**src/hdl/tps_pkg.sv**
```systemverilog
// ----------------------------------------------------------------------------
// tps_pkg
// Shared types, constants and the sine duty lookup for the three-phase
// sine stepper.
// ----------------------------------------------------------------------------
package tps_pkg;

    localparam int TABLE_STEPS = 128;
    localparam int TABLE_DEN   = 3 * TABLE_STEPS;
    localparam int QUARTER     = TABLE_DEN / 4;
    localparam int PHASE_W     = 7;
    localparam int POS_W       = 16;
    localparam int DUTY_W      = 8;
    localparam int IDX_W       = 9;
    localparam int MAG_W       = 7;

    localparam logic [PHASE_W-1:0] PHASE_LAST  = PHASE_W'(TABLE_STEPS - 1);
    localparam logic [DUTY_W-1:0]  DUTY_MID    = 8'd128;
    localparam logic [DUTY_W-1:0]  DUTY_MIN    = 8'd8;
    localparam logic [DUTY_W-1:0]  DUTY_MAX    = 8'd248;
    localparam logic signed [POS_W-1:0] HOME_TARGET = -16'sd32000;

    // Phase offsets, in table units, of the B and C windings.
    localparam logic [IDX_W:0] OFFSET_B = 10'(2 * TABLE_STEPS);
    localparam logic [IDX_W:0] OFFSET_C = 10'(TABLE_STEPS);
    localparam logic [IDX_W:0] DEN_W    = 10'(TABLE_DEN);

    typedef enum logic [2:0] {
        OP_TICK       = 3'd0,
        OP_MOVE_ABS   = 3'd1,
        OP_MOVE_REL   = 3'd2,
        OP_ZERO_POS   = 3'd3,
        OP_HOME       = 3'd4,
        OP_SET_MOVING = 3'd5
    } opcode_t;

    typedef enum logic [1:0] {
        DIR_NONE = 2'b00,
        DIR_UP   = 2'b01,
        DIR_DOWN = 2'b10
    } dir_t;

    // Status of the stepper after one command, handed to the lookup stage.
    typedef struct packed {
        logic [PHASE_W-1:0]      phase;
        logic signed [POS_W-1:0] position;
        logic signed [POS_W-1:0] target;
        logic                    moving;
    } status_t;

    // round(120 * sin(2*pi*k/384)) for the first quarter turn, k = 0..96.
    function automatic logic [MAG_W-1:0] quarter_mag(logic [MAG_W-1:0] k);
        logic [MAG_W-1:0] m;
        case (k)
            7'd0: m = 7'd0;     7'd1: m = 7'd2;     7'd2: m = 7'd4;     7'd3: m = 7'd6;
            7'd4: m = 7'd8;     7'd5: m = 7'd10;    7'd6: m = 7'd12;    7'd7: m = 7'd14;
            7'd8: m = 7'd16;    7'd9: m = 7'd18;    7'd10: m = 7'd20;   7'd11: m = 7'd21;
            7'd12: m = 7'd23;   7'd13: m = 7'd25;   7'd14: m = 7'd27;   7'd15: m = 7'd29;
            7'd16: m = 7'd31;   7'd17: m = 7'd33;   7'd18: m = 7'd35;   7'd19: m = 7'd37;
            7'd20: m = 7'd39;   7'd21: m = 7'd40;   7'd22: m = 7'd42;   7'd23: m = 7'd44;
            7'd24: m = 7'd46;   7'd25: m = 7'd48;   7'd26: m = 7'd50;   7'd27: m = 7'd51;
            7'd28: m = 7'd53;   7'd29: m = 7'd55;   7'd30: m = 7'd57;   7'd31: m = 7'd58;
            7'd32: m = 7'd60;   7'd33: m = 7'd62;   7'd34: m = 7'd63;   7'd35: m = 7'd65;
            7'd36: m = 7'd67;   7'd37: m = 7'd68;   7'd38: m = 7'd70;   7'd39: m = 7'd71;
            7'd40: m = 7'd73;   7'd41: m = 7'd75;   7'd42: m = 7'd76;   7'd43: m = 7'd78;
            7'd44: m = 7'd79;   7'd45: m = 7'd81;   7'd46: m = 7'd82;   7'd47: m = 7'd83;
            7'd48: m = 7'd85;   7'd49: m = 7'd86;   7'd50: m = 7'd88;   7'd51: m = 7'd89;
            7'd52: m = 7'd90;   7'd53: m = 7'd92;   7'd54: m = 7'd93;   7'd55: m = 7'd94;
            7'd56: m = 7'd95;   7'd57: m = 7'd96;   7'd58: m = 7'd98;   7'd59: m = 7'd99;
            7'd60: m = 7'd100;  7'd61: m = 7'd101;  7'd62: m = 7'd102;  7'd63: m = 7'd103;
            7'd64: m = 7'd104;  7'd65: m = 7'd105;  7'd66: m = 7'd106;  7'd67: m = 7'd107;
            7'd68: m = 7'd108;  7'd69: m = 7'd108;  7'd70: m = 7'd109;  7'd71: m = 7'd110;
            7'd72: m = 7'd111;  7'd73: m = 7'd112;  7'd74: m = 7'd112;  7'd75: m = 7'd113;
            7'd76: m = 7'd114;  7'd77: m = 7'd114;  7'd78: m = 7'd115;  7'd79: m = 7'd115;
            7'd80: m = 7'd116;  7'd81: m = 7'd116;  7'd82: m = 7'd117;  7'd83: m = 7'd117;
            7'd84: m = 7'd118;  7'd85: m = 7'd118;  7'd86: m = 7'd118;  7'd87: m = 7'd119;
            7'd88: m = 7'd119;  7'd89: m = 7'd119;  7'd90: m = 7'd119;  7'd91: m = 7'd120;
            7'd92: m = 7'd120;  7'd93: m = 7'd120;  7'd94: m = 7'd120;  7'd95: m = 7'd120;
            7'd96: m = 7'd120;
            default: m = 7'd0;
        endcase
        return m;
    endfunction

    // round(128 + 120 * sin(2*pi*n/384)) for n = 0..383, folded onto the
    // first quarter turn.
    function automatic logic [DUTY_W-1:0] sine_duty(logic [IDX_W-1:0] n);
        logic [IDX_W-1:0] k;
        logic             neg;
        logic [MAG_W-1:0] mag;
        if (n < IDX_W'(QUARTER)) begin
            k   = n;
            neg = 1'b0;
        end
        else if (n < IDX_W'(2 * QUARTER)) begin
            k   = IDX_W'(2 * QUARTER) - n;
            neg = 1'b0;
        end
        else if (n < IDX_W'(3 * QUARTER)) begin
            k   = n - IDX_W'(2 * QUARTER);
            neg = 1'b1;
        end
        else begin
            k   = IDX_W'(TABLE_DEN) - n;
            neg = 1'b1;
        end
        mag = quarter_mag(k[MAG_W-1:0]);
        return neg ? (DUTY_MID - {1'b0, mag}) : (DUTY_MID + {1'b0, mag});
    endfunction

endpackage

```
**src/hdl/tps_update.sv**
```systemverilog
// ----------------------------------------------------------------------------
// tps_update
// Command decoder and motion state: phase, position, target, direction and
// moving flag, with a registered status word toward the lookup stage.
// ----------------------------------------------------------------------------
module tps_update
    import tps_pkg::*;
(
    input  logic                    clk,
    input  logic                    rst_n,
    input  logic                    in_valid,
    output logic                    in_ready,
    input  logic [2:0]              opcode,
    input  logic signed [POS_W-1:0] value,
    output logic                    s1_valid,
    input  logic                    s1_ready,
    output status_t                 s1_status
);

    logic [PHASE_W-1:0]      phase_reg,  phase_next;
    logic signed [POS_W-1:0] pos_reg,    pos_next;
    logic signed [POS_W-1:0] tgt_reg,    tgt_next;
    dir_t                    dir_reg,    dir_next;
    logic                    move_reg,   move_next;
    logic                    s1_valid_reg;
    status_t                 s1_status_reg;

    logic                    accept;
    logic                    start_en;
    logic signed [POS_W-1:0] start_base;
    logic signed [POS_W-1:0] start_tgt;

    assign in_ready  = !s1_valid_reg || s1_ready;
    assign accept    = in_valid && in_ready;
    assign s1_valid  = s1_valid_reg;
    assign s1_status = s1_status_reg;

    always_comb
    begin
        phase_next = phase_reg;
        pos_next   = pos_reg;
        tgt_next   = tgt_reg;
        dir_next   = dir_reg;
        move_next  = move_reg;
        start_en   = 1'b0;
        start_base = pos_reg;
        start_tgt  = value;

        case (opcode_t'(opcode))
            OP_TICK:
            begin
                if (move_reg && dir_reg != DIR_NONE) begin
                    if (dir_reg == DIR_UP) begin
                        phase_next = (phase_reg == PHASE_LAST) ? '0 : phase_reg + 1'b1;
                        pos_next   = pos_reg + 16'sd1;
                    end
                    else begin
                        phase_next = (phase_reg == '0) ? PHASE_LAST : phase_reg - 1'b1;
                        pos_next   = pos_reg - 16'sd1;
                    end
                    if (pos_next == tgt_reg) begin
                        move_next = 1'b0;
                        dir_next  = DIR_NONE;
                    end
                end
            end
            OP_MOVE_ABS:
            begin
                start_en = 1'b1;
            end
            OP_MOVE_REL:
            begin
                start_en  = 1'b1;
                start_tgt = pos_reg + value;
            end
            OP_ZERO_POS:
            begin
                pos_next = '0;
            end
            OP_HOME:
            begin
                pos_next   = '0;
                start_en   = 1'b1;
                start_base = '0;
                start_tgt  = HOME_TARGET;
            end
            OP_SET_MOVING:
            begin
                move_next = value[0];
            end
            default:
            begin
                move_next = move_reg;
            end
        endcase

        // A new target picks its direction from a signed compare against
        // the position it starts from.
        if (start_en) begin
            tgt_next  = start_tgt;
            move_next = (start_tgt != start_base);
            if (start_tgt > start_base) begin
                dir_next = DIR_UP;
            end
            else if (start_tgt < start_base) begin
                dir_next = DIR_DOWN;
            end
            else begin
                dir_next = DIR_NONE;
            end
        end
    end

    always_ff @(posedge clk or negedge rst_n)
    begin
        if (!rst_n) begin
            phase_reg    <= '0;
            pos_reg      <= '0;
            tgt_reg      <= '0;
            dir_reg      <= DIR_NONE;
            move_reg     <= 1'b0;
            s1_valid_reg <= 1'b0;
        end
        else begin
            if (accept) begin
                phase_reg <= phase_next;
                pos_reg   <= pos_next;
                tgt_reg   <= tgt_next;
                dir_reg   <= dir_next;
                move_reg  <= move_next;
            end
            if (in_ready) begin
                s1_valid_reg <= in_valid;
            end
        end
    end

    always_ff @(posedge clk)
    begin
        if (accept) begin
            s1_status_reg.phase    <= phase_next;
            s1_status_reg.position <= pos_next;
            s1_status_reg.target   <= tgt_next;
            s1_status_reg.moving   <= move_next;
        end
    end

`ifndef SYNTHESIS
    a_tick_up_advances: assert property (@(posedge clk) disable iff (!rst_n)
        accept && opcode == OP_TICK && move_reg && dir_reg == DIR_UP
        |=> phase_reg == PHASE_W'($past(phase_reg) + 1'b1))
        else $error("upward tick did not advance the phase");

    a_stopped_tick_holds: assert property (@(posedge clk) disable iff (!rst_n)
        accept && opcode == OP_TICK && !move_reg
        |=> $stable(pos_reg) && $stable(phase_reg))
        else $error("tick while stopped changed the position or phase");

    a_move_abs_target: assert property (@(posedge clk) disable iff (!rst_n)
        accept && opcode == OP_MOVE_ABS
        |=> tgt_reg == $past(value) && move_reg == (tgt_reg != pos_reg))
        else $error("absolute move did not load the target");
`endif

endmodule

```
**src/hdl/tps_commutate.sv**
```systemverilog
// ----------------------------------------------------------------------------
// tps_commutate
// Sine table lookup for the three windings and the result register.
// ----------------------------------------------------------------------------
module tps_commutate
    import tps_pkg::*;
(
    input  logic                      clk,
    input  logic                      rst_n,
    input  logic                      s1_valid,
    output logic                      s1_ready,
    input  status_t                   s1_status,
    output logic                      out_valid,
    input  logic                      out_ready,
    output logic [DUTY_W-1:0]         duty_a,
    output logic [DUTY_W-1:0]         duty_b,
    output logic [DUTY_W-1:0]         duty_c,
    output logic [PHASE_W-1:0]        phase_index,
    output logic signed [POS_W-1:0]   cur_position,
    output logic signed [POS_W-1:0]   cur_target,
    output logic                      is_moving
);

    logic                    out_valid_reg;
    logic [DUTY_W-1:0]       duty_a_reg, duty_b_reg, duty_c_reg;
    status_t                 status_reg;

    logic [IDX_W:0]          idx_a, sum_b, sum_c;
    logic [IDX_W-1:0]        idx_b, idx_c;

    // Table position is three times the phase; B and C sit a third and two
    // thirds of a turn behind, taken modulo the table length.
    assign idx_a = ({3'b000, s1_status.phase} << 1) + {3'b000, s1_status.phase};
    assign sum_b = idx_a + OFFSET_B;
    assign sum_c = idx_a + OFFSET_C;
    assign idx_b = (sum_b >= DEN_W) ? IDX_W'(sum_b - DEN_W) : sum_b[IDX_W-1:0];
    assign idx_c = (sum_c >= DEN_W) ? IDX_W'(sum_c - DEN_W) : sum_c[IDX_W-1:0];

    assign s1_ready = !out_valid_reg || out_ready;

    always_ff @(posedge clk or negedge rst_n)
    begin
        if (!rst_n) begin
            out_valid_reg <= 1'b0;
        end
        else if (s1_ready) begin
            out_valid_reg <= s1_valid;
        end
    end

    always_ff @(posedge clk)
    begin
        if (s1_valid && s1_ready) begin
            duty_a_reg <= sine_duty(idx_a[IDX_W-1:0]);
            duty_b_reg <= sine_duty(idx_b);
            duty_c_reg <= sine_duty(idx_c);
            status_reg <= s1_status;
        end
    end

    assign out_valid    = out_valid_reg;
    assign duty_a       = duty_a_reg;
    assign duty_b       = duty_b_reg;
    assign duty_c       = duty_c_reg;
    assign phase_index  = status_reg.phase;
    assign cur_position = status_reg.position;
    assign cur_target   = status_reg.target;
    assign is_moving    = status_reg.moving;

`ifndef SYNTHESIS
    a_duty_range: assert property (@(posedge clk) disable iff (!rst_n)
        out_valid_reg |-> duty_a_reg >= DUTY_MIN && duty_a_reg <= DUTY_MAX
            && duty_b_reg >= DUTY_MIN && duty_b_reg <= DUTY_MAX
            && duty_c_reg >= DUTY_MIN && duty_c_reg <= DUTY_MAX)
        else $error("duty value outside the sine swing");

    a_phase_zero: assert property (@(posedge clk) disable iff (!rst_n)
        out_valid_reg && status_reg.phase == '0
        |-> duty_a_reg == DUTY_MID && ({1'b0, duty_b_reg} + {1'b0, duty_c_reg}) == 9'd256)
        else $error("phase zero duties are not balanced about midscale");
`endif

endmodule

```
**src/hdl/three_phase_sine_stepper_top.sv**
```systemverilog
// ----------------------------------------------------------------------------
// three_phase_sine_stepper_top
// Throughput: one command per cycle unless the output stalls, one result
// word per command; the command decoder and the sine table stage each
// hold one register, and a command's word passes them in that order.
// Reset (rst_n, asynchronous): phase, position, target, direction and the
// moving flag clear to zero; both pipeline stages empty.
// ----------------------------------------------------------------------------
module three_phase_sine_stepper_top
    import tps_pkg::*;
(
    input  logic                    clk,
    input  logic                    rst_n,
    input  logic                    in_valid,
    output logic                    in_ready,
    input  logic [2:0]              opcode,
    input  logic signed [POS_W-1:0] value,
    output logic                    out_valid,
    input  logic                    out_ready,
    output logic [DUTY_W-1:0]       duty_a,
    output logic [DUTY_W-1:0]       duty_b,
    output logic [DUTY_W-1:0]       duty_c,
    output logic [PHASE_W-1:0]      phase_index,
    output logic signed [POS_W-1:0] cur_position,
    output logic signed [POS_W-1:0] cur_target,
    output logic                    is_moving
);

    // The update stage owns the motion state. Every accepted command word
    // updates it and pushes a snapshot of the new status into its stage
    // register, so the next command may follow immediately unless that register is held by a stall.
    logic    s1_valid;
    logic    s1_ready;
    status_t s1_status;

    tps_update u_update (
        .clk       (clk),
        .rst_n     (rst_n),
        .in_valid  (in_valid),
        .in_ready  (in_ready),
        .opcode    (opcode),
        .value     (value),
        .s1_valid  (s1_valid),
        .s1_ready  (s1_ready),
        .s1_status (s1_status)
    );

    // The commutation stage turns the snapshot's phase into three duty
    // values from the folded sine table and holds the finished result word.
    // While that word waits for the consumer, the update stage can still
    // take one more command if its own register is empty. Once both
    // registers hold words, a stall at the output stops input in the same
    // cycle.
    tps_commutate u_commutate (
        .clk          (clk),
        .rst_n        (rst_n),
        .s1_valid     (s1_valid),
        .s1_ready     (s1_ready),
        .s1_status    (s1_status),
        .out_valid    (out_valid),
        .out_ready    (out_ready),
        .duty_a       (duty_a),
        .duty_b       (duty_b),
        .duty_c       (duty_c),
        .phase_index  (phase_index),
        .cur_position (cur_position),
        .cur_target   (cur_target),
        .is_moving    (is_moving)
    );

endmodule

```
**config.mk**
```make
export PLATFORM = sky130hd
export DESIGN_NAME = three_phase_sine_stepper_top
export DESIGN_NICKNAME = d
export VERILOG_FILES = /design/src/hdl/tps_pkg.sv /design/src/hdl/tps_update.sv /design/src/hdl/tps_commutate.sv /design/src/hdl/three_phase_sine_stepper_top.sv
export SDC_FILE = /design/constraint.sdc
export NUM_CORES = 1
export LEC_CHECK = 0
export ABC_AREA = 1
export CAP_MARGIN = 20
export CORE_AREA = 2 2 197 141
export CTS_BUF_LIST = sky130_fd_sc_hd__clkbuf_8
export DETAILED_ROUTE_END_ITERATION = 12
export DIE_AREA = 0 0 199 143
export DONT_BUFFER_PORTS = 1
export GPL_TIMING_DRIVEN = 0
export MAX_ROUTING_LAYER = met4
export PLACE_DENSITY = 0.65
export SYNTH_ARGS = -nofsm -noshare
export SYNTH_HDL_FRONTEND = slang
export SYNTH_SLANG_ARGS = --single-unit
export TNS_END_PERCENT = 20
```
**constraint.sdc**
```tcl
create_clock -name clk -period 6.7 [get_ports clk]
set_input_delay 0.335 -clock clk [delete_from_list [all_inputs] [get_ports clk]]
set_output_delay 0.335 -clock clk [all_outputs]
set_load 0.05 [all_outputs]
```
==> results of run 1 <==
## tightest hold or removal path: stages
cell	delay [ps]
inv_1	60
nand2_1	60
nand2_1	50
## Yosys cell counts, types with 3 or more instances
cell type	instances
o21a_1	3
a21oi_1	71
inv_2	11
nand2_4	10
clkbuf_1	14
xnor2_1	11
o22ai_1	14
o21bai_1	4
nand3_1	138
ha_1	80
dfrtp_1	44
o221ai_1	3
buf_2	6
xor2_1	30
nand3_2	9
nand4_1	11
o31ai_1	3
fa_1	3
nor2_2	7
o21ai_0	115
a211oi_1	3
o21ai_2	11
nand2_2	21
or2_2	3
buf_6	9
o21ai_1	22
nand2_1	455
a21oi_2	4
edfxtp_1	104
clkinv_1	3
nor3_1	16
o211ai_1	9
nor2_1	79
buf_4	5
inv_1	195
buf_1	5
nand3b_1	5
## stage by stage
step	instances	utilization, %	setup WS, ps
detailed placement	1931	46.4	1090
CTS	1965	48.1	1040
global placement	1928	46.1	717
floorplan	1564	-	1940
global route	1965	48.1	438
finish	1965	48.1	1020
## layout make-up
cell class / instances / share of cell area (%)
inverters: 209 / 6.17
well taps: 364 / 3.58
repair buffers: 5 / 0.827
multi-input cells: 1168 / 51.1
clock buffers: 17 / 1.84
flip-flops and latches: 148 / 33.2
clock inverters: 15 / 1.37
plain buffers: 39 / 1.90
## routing by layer
metal / track usage [%] / share of wire (%) / vias up
met1: 29.6 / 47 / 4761
met2: 35.2 / 46 / 312
met3: 3.68 / 5.8 / 26
met4: 5.81 / 1.2 / 0
met5: - / 0 / -
li1: - / - / 5242
## cells by family after synthesis
family | count (synthesis) | share of synthesized area [%]
AND/OR/NAND/NOR | 761 | 28.6
AO/OA/AOI/OAI | 278 | 13.7
buffers and inverters | 248 | 8.73
XOR/XNOR | 46 | 3.86
adder cells (fa/ha/maj) | 83 | 9.04
flip-flops | 148 | 36.0
## worst paths after layout
kind	from	slack (ps)	end
min reg2reg	u_update.s1_status[6]$_DFFE_PP_	420	u_commutate.cur_target[5]$_DFFE_PP_
max reg2reg	u_update.s1_status[33]$_DFFE_PP_	1020	u_commutate.duty_c[6]$_DFFE_PP_
max in group asynchronous	rst_n	6110	u_update.pos_reg[14]$_DFFE_PN0P_
min in group asynchronous	rst_n	350	u_commutate.out_valid$_DFFE_PN0P_
max	u_update.s1_status[33]$_DFFE_PP_	1020	u_commutate.duty_c[6]$_DFFE_PP_
min	out_ready	60	u_commutate.out_valid$_DFFE_PN0P_
==> reports/metrics.csv, run 1 <==
stage,metric,value,unit
yosys,ys async rst share,29.7,%
yosys,library cells used by synthesis,57,
grt,first-pass GRT wire length,48400,µm
detailed_routing,first drt pass iteration count,5,
yosys,"Seq/Total Area, Yosys",36.0,%
min_path,WHS Path Cells,3,
detailed_routing,routed len/inst,15.3,µm
detailed_routing,vias,10341,
floorplan,Die Area,0.0285,mm²
critical_path,Worst Reg-to-Reg Cells,34,
grt,number of global-route vias before repair,9538,
min_path,hold crit path type,input pin to flop,
yosys,ys flop type,edfxtp_1,
detailed_routing,Antenna Nets Post-Route,0,
cts,Hold Buf Count CTS,2,
timing,Max Slew Vio Count,0,
cells_and_area,"commonest non-fill, non-tap cell in the layout",nand2_1,
cts,maximum clock path buffer count,2,
critical_path,max incr delay on CP,750,ps
cells_and_area,fillers,2570,
timing,Final Critical Period,5680,ps
grt,pin count of the biggest net entering global routing,45,
cts,"Reg clk slew, reported paths",110,ps
cts,root buffer cell,clkbuf_8,
critical_path,CP Depth,34,
floorplan,Die Width,199,µm
timing,worst rel slew slack,40.0,%
cts,H-tree depth,4,
critical_path,"Slowest-stage cell, CP",edfxtp_1,
yosys,synthesized cell area,0.0117,mm²
detailed_routing,DR iter-0 viols,759,
critical_path,Crit. End Element,flop,
floorplan,initial core utilization,44.3,%
grt,gr ovfl total,0,
cts,clock latency on the worst-skew pair,470,ps
critical_path,buffer and inverter count on the worst path,7,
timing,Slew @ Worst Pin,893,ps
cells_and_area,multi-input logic area,0.00650,mm²
timing,Tcrit/Tclk final,84.8,%
cells_and_area,design area,0.0127,mm²
critical_path,"CP delay by family, top",adder cells,
detailed_routing,detail-routed via count per cell,5.26,
cells_and_area,fin nets,1694,
critical_path,type of origin of the critical path,flop,
yosys,Synth area leaders,"edfxtp_1 (27%), nand2_1 (15%), dfrtp_1 (9.4%), ha_1 (8.5%), inv_1 (6.2%)",
cells_and_area,ANT cells,0,
cts,Sinks on Clock Net,148,
cts,CTS buffer count,17,
timing,Setup TNS,0,ps
critical_path,kind of critical path,flop to flop,
critical_path,Arrival @ worst endpoint,5910,ps
yosys,register bit count reported by yosys,148,
yosys,yosys synthesis warning count,0,
cts,Post-CTS Resized,0,
yosys,Syn Nets,1670,
critical_path,Worst EP required,6930,ps
yosys,synthesized area per cell,7.50,µm²
cells_and_area,most frequent cells in the layout,"nand2_1 (455), inv_1 (195), nand3_1 (138), o21ai_0 (115), edfxtp_1 (104)",
grt,initial antenna violation count,0,
placed_design,Post-DP HPWL,23000,µm
critical_path,most used cell along the critical path,nand2_1,
detailed_routing,# DRC,0,
floorplan,FP Rows,50,
yosys,Synth top area share,26.6,%
grt,total track usage,22.2,%
cells_and_area,post-synthesis to final-layout area growth,8.36,%
timing,final setup vio count,0,
floorplan,core area,0.0265,mm²
placed_design,routability cong.,0.939,
critical_path,critical-path maximum fanout,15,
timing,RSZ-0062 raised after global routing,false,
timing,Achievable Freq,176,MHz
yosys,number of synthesized flops with an enable pin,104,
timing,clk_skew,29.2,ps
job,Max-Cap Viols,0,
floorplan,chip height,143,µm
cts,postcts setup bufs,0,
cts,TritonCTS clock tree,done,
yosys,Synth area leader,edfxtp_1,
cells_and_area,layout cells sized above 1,9.18,%
floorplan,Top Ports,89,
cells_and_area,Reg area,0.00422,mm²
timing,hold slack,60.6,ps
status,outcome,"finished, final reports clean",
detailed_routing,Total Routed Length,30000,µm
placed_design,# port buffers,0,
cells_and_area,max FFs per register,40,
timing,Hold Fails Final Rpt,0,
placed_design,Placed Area,0.0123,mm²
yosys,Post-Syn Instances,1564,
Power of run 1 is not shown: default switching activity piles up to over one toggle a cycle in this logic, so the estimate is an artifact.
==> run 2: changes to the inputs <==
--- a/config.mk
+++ b/config.mk
@@ -5,12 +5,12 @@
 export SDC_FILE = /design/constraint.sdc
 export NUM_CORES = 1
 export LEC_CHECK = 0
-export ABC_AREA = 1
+export ABC_AREA = 0
 export CAP_MARGIN = 20
-export CORE_AREA = 2 2 197 141
+export CORE_AREA = 2 2 202 145
 export CTS_BUF_LIST = sky130_fd_sc_hd__clkbuf_8
 export DETAILED_ROUTE_END_ITERATION = 12
-export DIE_AREA = 0 0 199 143
+export DIE_AREA = 0 0 204 147
 export DONT_BUFFER_PORTS = 1
 export GPL_TIMING_DRIVEN = 0
 export MAX_ROUTING_LAYER = met4
==> constraint.sdc (replaced) <==
create_clock -name clk -period 5.3 [get_ports clk]
set_input_delay 0.265 -clock clk [delete_from_list [all_inputs] [get_ports clk]]
set_output_delay 0.265 -clock clk [all_outputs]
set_load 0.05 [all_outputs]
==> run 2 against run 1 <==
  * The flow now finishes with violations (negative setup slack)
  * Utilization grew 5.0 points
  * Critical path type unchanged
  * Sequential cell count unchanged
  * Synthesized cell count fell by 8.5%
  * Design area up 18%
  * Routed wire length up 37%
  * Global-route usage grew 5.5 points
  * Maximum frequency grew 4.6%
  * First-iteration DRC count grew 62%
  * Final cell count down 2.4%
  * Critical path depth fell by 8
==> reports/metrics.csv, run 2 <==
stage,metric,value,unit,change
cts,clock latency on the worst-skew pair,470,ps,about the same
timing,Hold Fails Final Rpt,0,,unchanged
timing,worst setup margin,-131,ps,-1150 ps
grt,gr ovfl total,0,,unchanged
floorplan,FP Rows,52,,+4.0%
timing,clk_skew,16.5,ps,-12.7 ps
cells_and_area,fillers,2564,,-0.23%
cells_and_area,ANT cells,0,,unchanged
cts,maximum clock path buffer count,2,,unchanged
floorplan,Die Width,204,µm,+2.5%
cts,root buffer cell,clkbuf_8,,
cts,H-tree depth,4,,unchanged
critical_path,Crit. End Element,flop,,
yosys,synthesized area per cell,8.72,µm²,+16%
timing,Tcrit/Tclk final,102,%,+18 points
timing,Slew @ Worst Pin,902,ps,+8.44 ps
yosys,top-count cell post-synth,nand2_1,,
grt,pin count of the biggest net entering global routing,45,,unchanged
critical_path,kind of critical path,flop to flop,,
yosys,Syn Nets,1537,,-8.0%
detailed_routing,# DRC,0,,unchanged
min_path,hold_sp,value[10],,
yosys,register bit count reported by yosys,148,,unchanged
critical_path,max incr delay on CP,480,ps,-270 ps
yosys,Synth area leaders,"edfxtp_1 (25%), dfrtp_1 (8.8%), ha_1 (8.0%), nand2_1 (5.4%), o21ai_0 (4.1%)",,
detailed_routing,vias,12036,,+16%
grt,total track usage,27.7,%,+5.5 points
cells_and_area,max FFs per register,40,,unchanged
detailed_routing,first drt pass iteration count,6,,+1
detailed_routing,uppermost layer routed,met4,,
cells_and_area,"commonest non-fill, non-tap cell in the layout",nand2_1,,
cells_and_area,layout cells sized above 1,22.1,%,+13 points
timing,Final Critical Period,5430,ps,-248 ps
job,Max-Cap Viols,0,,unchanged
cells_and_area,most frequent cells in the layout,"nand2_1 (178), edfxtp_1 (104), nor2_1 (97), o21ai_0 (96), a21oi_1 (80)",,
floorplan,chip height,147,µm,+2.8%
timing,RSZ-0062 raised after global routing,true,,
critical_path,Worst EP required,5520,ps,-1410 ps
detailed_routing,DR iter-0 viols,1226,,+62%
cts,Sinks on Clock Net,148,,unchanged
detailed_routing,met3 wire length,4140,µm,+140%
critical_path,Arrival @ worst endpoint,5650,ps,-260 ps
min_path,WHS Path Cells,2,,-1
status,outcome,"finished, violations left",,
yosys,ys flop type,edfxtp_1,,
yosys,synthesized cell area,0.0125,mm²,+6.3%
critical_path,Worst Reg-to-Reg Cells,26,,-24%
detailed_routing,met1 WL,20000,µm,+42%
critical_path,type of origin of the critical path,flop,,
yosys,Synth top area share,25.0,%,-1.6 points
floorplan,initial core utilization,44.2,%,-0.18 points
grt,first-pass GRT wire length,63300,µm,+31%
cells_and_area,Reg area,0.00423,mm²,about the same
floorplan,core area,0.0282,mm²,+6.7%
timing,worst rel slew slack,39.4,%,-0.57 points
yosys,"Seq/Total Area, Yosys",33.9,%,-2.1 points
cells_and_area,fin nets,1633,,-3.6%
status,failing checks,negative setup slack,,
yosys,ys async rst share,29.7,%,unchanged
cts,CTS buffer count,17,,unchanged
yosys,Post-Syn Instances,1431,,-8.5%
timing,Max Slew Vio Count,0,,unchanged
cells_and_area,multi-input logic area,0.00854,mm²,+31%
yosys,library cells used by synthesis,96,,+68%
critical_path,critical-path maximum fanout,5,,-10
placed_design,routability cong.,0.977,,+4.0%
yosys,number of synthesized flops with an enable pin,104,,unchanged
min_path,hold crit path type,input pin to flop,,
cts,"Reg clk slew, reported paths",90,ps,-20 ps
detailed_routing,routed len/inst,21.4,µm,+41%
detailed_routing,Total Routed Length,41100,µm,+37%
placed_design,# port buffers,0,,unchanged
grt,initial antenna violation count,0,,unchanged
critical_path,"Slowest-stage cell, CP",or4b_4,,
critical_path,worst r2r src,u_update.s1_status[34]$_DFFE_PP_,,
timing,Achievable Freq,184,MHz,+4.6%
floorplan,Top Ports,89,,unchanged
timing,final setup vio count,14,,+14
yosys,Commonest cells post-synth,"nand2_1 (179), nor2_1 (106), edfxtp_1 (104), o21ai_0 (103), a21oi_1 (95)",,
timing,hold slack,54.2,ps,-6.43 ps
detailed_routing,routed wl met2,16500,µm,+20%
detailed_routing,detail-routed via count per cell,6.28,,+19%
yosys,Synth area leader,edfxtp_1,,
grt,number of global-route vias before repair,10925,,+15%
floorplan,Die Area,0.0300,mm²,+5.4%
critical_path,origin of the worst setup path,u_update.s1_status[34]$_DFFE_PP_,,
placed_design,Post-DP HPWL,29200,µm,+27%
cts,TritonCTS clock tree,done,,
placed_design,Place WS,-1680,ps,-2770 ps
detailed_routing,Antenna Nets Post-Route,0,,unchanged
yosys,yosys synthesis warning count,0,,unchanged
cells_and_area,post-synthesis to final-layout area growth,20.1,%,
run 2: changes by cell type in the layout (fill, tap and decap cells not counted), moves of 23 or more:
| cell | previous run | this run |
|---|---|---|
| inv_1 | 195 | 54 |
| nand3_1 | 138 | 39 |
| clkbuf_1 | 13 | 36 |
| buf_4 | 5 | 78 |
| xnor2_1 | 11 | 37 |
| nand2_1 | 455 | 178 |
run 2: cells by family after synthesis:
family,Yosys count,synth area share (%)
AOI/OAI and AO/OA,486,27.1
muxes,27,2.46
buffers and inverters,143,4.84
DFF,148,33.9
adders and majority gates,86,8.76
xor gates and xnor gates,76,5.64
and+or+nand+nor,465,17.3
run 2: path summary, 6_finish.rpt:
| path | endpoint | slack [ps] |
|---|---|---|
| hold reg to reg | u_commutate.cur_target[12]$_DFFE_PP_ | 420 |
| hold / removal | u_update.tgt_reg[10]$_DFFE_PN0P_ | 50 |
| setup reg to reg | u_commutate.duty_c[5]$_DFFE_PP_ | -130 |
| min in group asynchronous | u_update.pos_reg[13]$_DFFE_PN0P_ | 280 |
| max in group asynchronous | u_update.pos_reg[0]$_DFFE_PN0P_ | 4760 |
| setup / recovery | u_commutate.duty_c[5]$_DFFE_PP_ | -130 |
run 2: final cells by class:
cell class                      instances  share of cell area, %
Sequential cell                       148                   28.2
Timing Repair Buffer                   81                   4.64
Clock inverter                         15                   1.04
Inverter                               63                   1.60
Buffer                                 76                   2.77
Clock buffer                           17                   1.56
Multi-Input combinational cell       1140                   57.0
Tap cell                              378                   3.16
run 2: repair_timing:
item                                   4_1_cts  5_1_grt
hold buffers                                 4        0
pin swaps                                   42       62
buffers inserted                            55       18
setup endpoints to repair                   28       27
resized for setup                          105      108
endpoints found under the hold margin       46        0
run 2: worst max-delay path: cells and delay by family (launching register included):
kind / cells / cell delay [ps]
DFF: 1 / 440
xor gates and xnor gates: 3 / 360
AOI/OAI and AO/OA: 10 / 1920
buffers and inverters: 1 / 80
and+or+nand+nor: 8 / 1410
adders and majority gates: 4 / 960
run 2: layer usage:
metal | vias to the layer above | global-route usage, %
li1 | 5555 | -
met1 | 5821 | 42.9
met2 | 613 | 35.7
met3 | 47 | 7.03
met4 | 0 | 5.04
met5 | - | -
run 2: through the flow:
step,TNS [ps],instances,area (µm²),utilization [%]
floorplan,-1540,1431,12500,-
global placement,-29220,1809,13000,46.0
detailed placement,-31300,1812,13000,46.2
CTS,-352,1901,14400,51.0
global route,-4010,1918,15000,53.0
finish,-657,1918,15000,53.0
Power of run 2 is left out for the same reason.
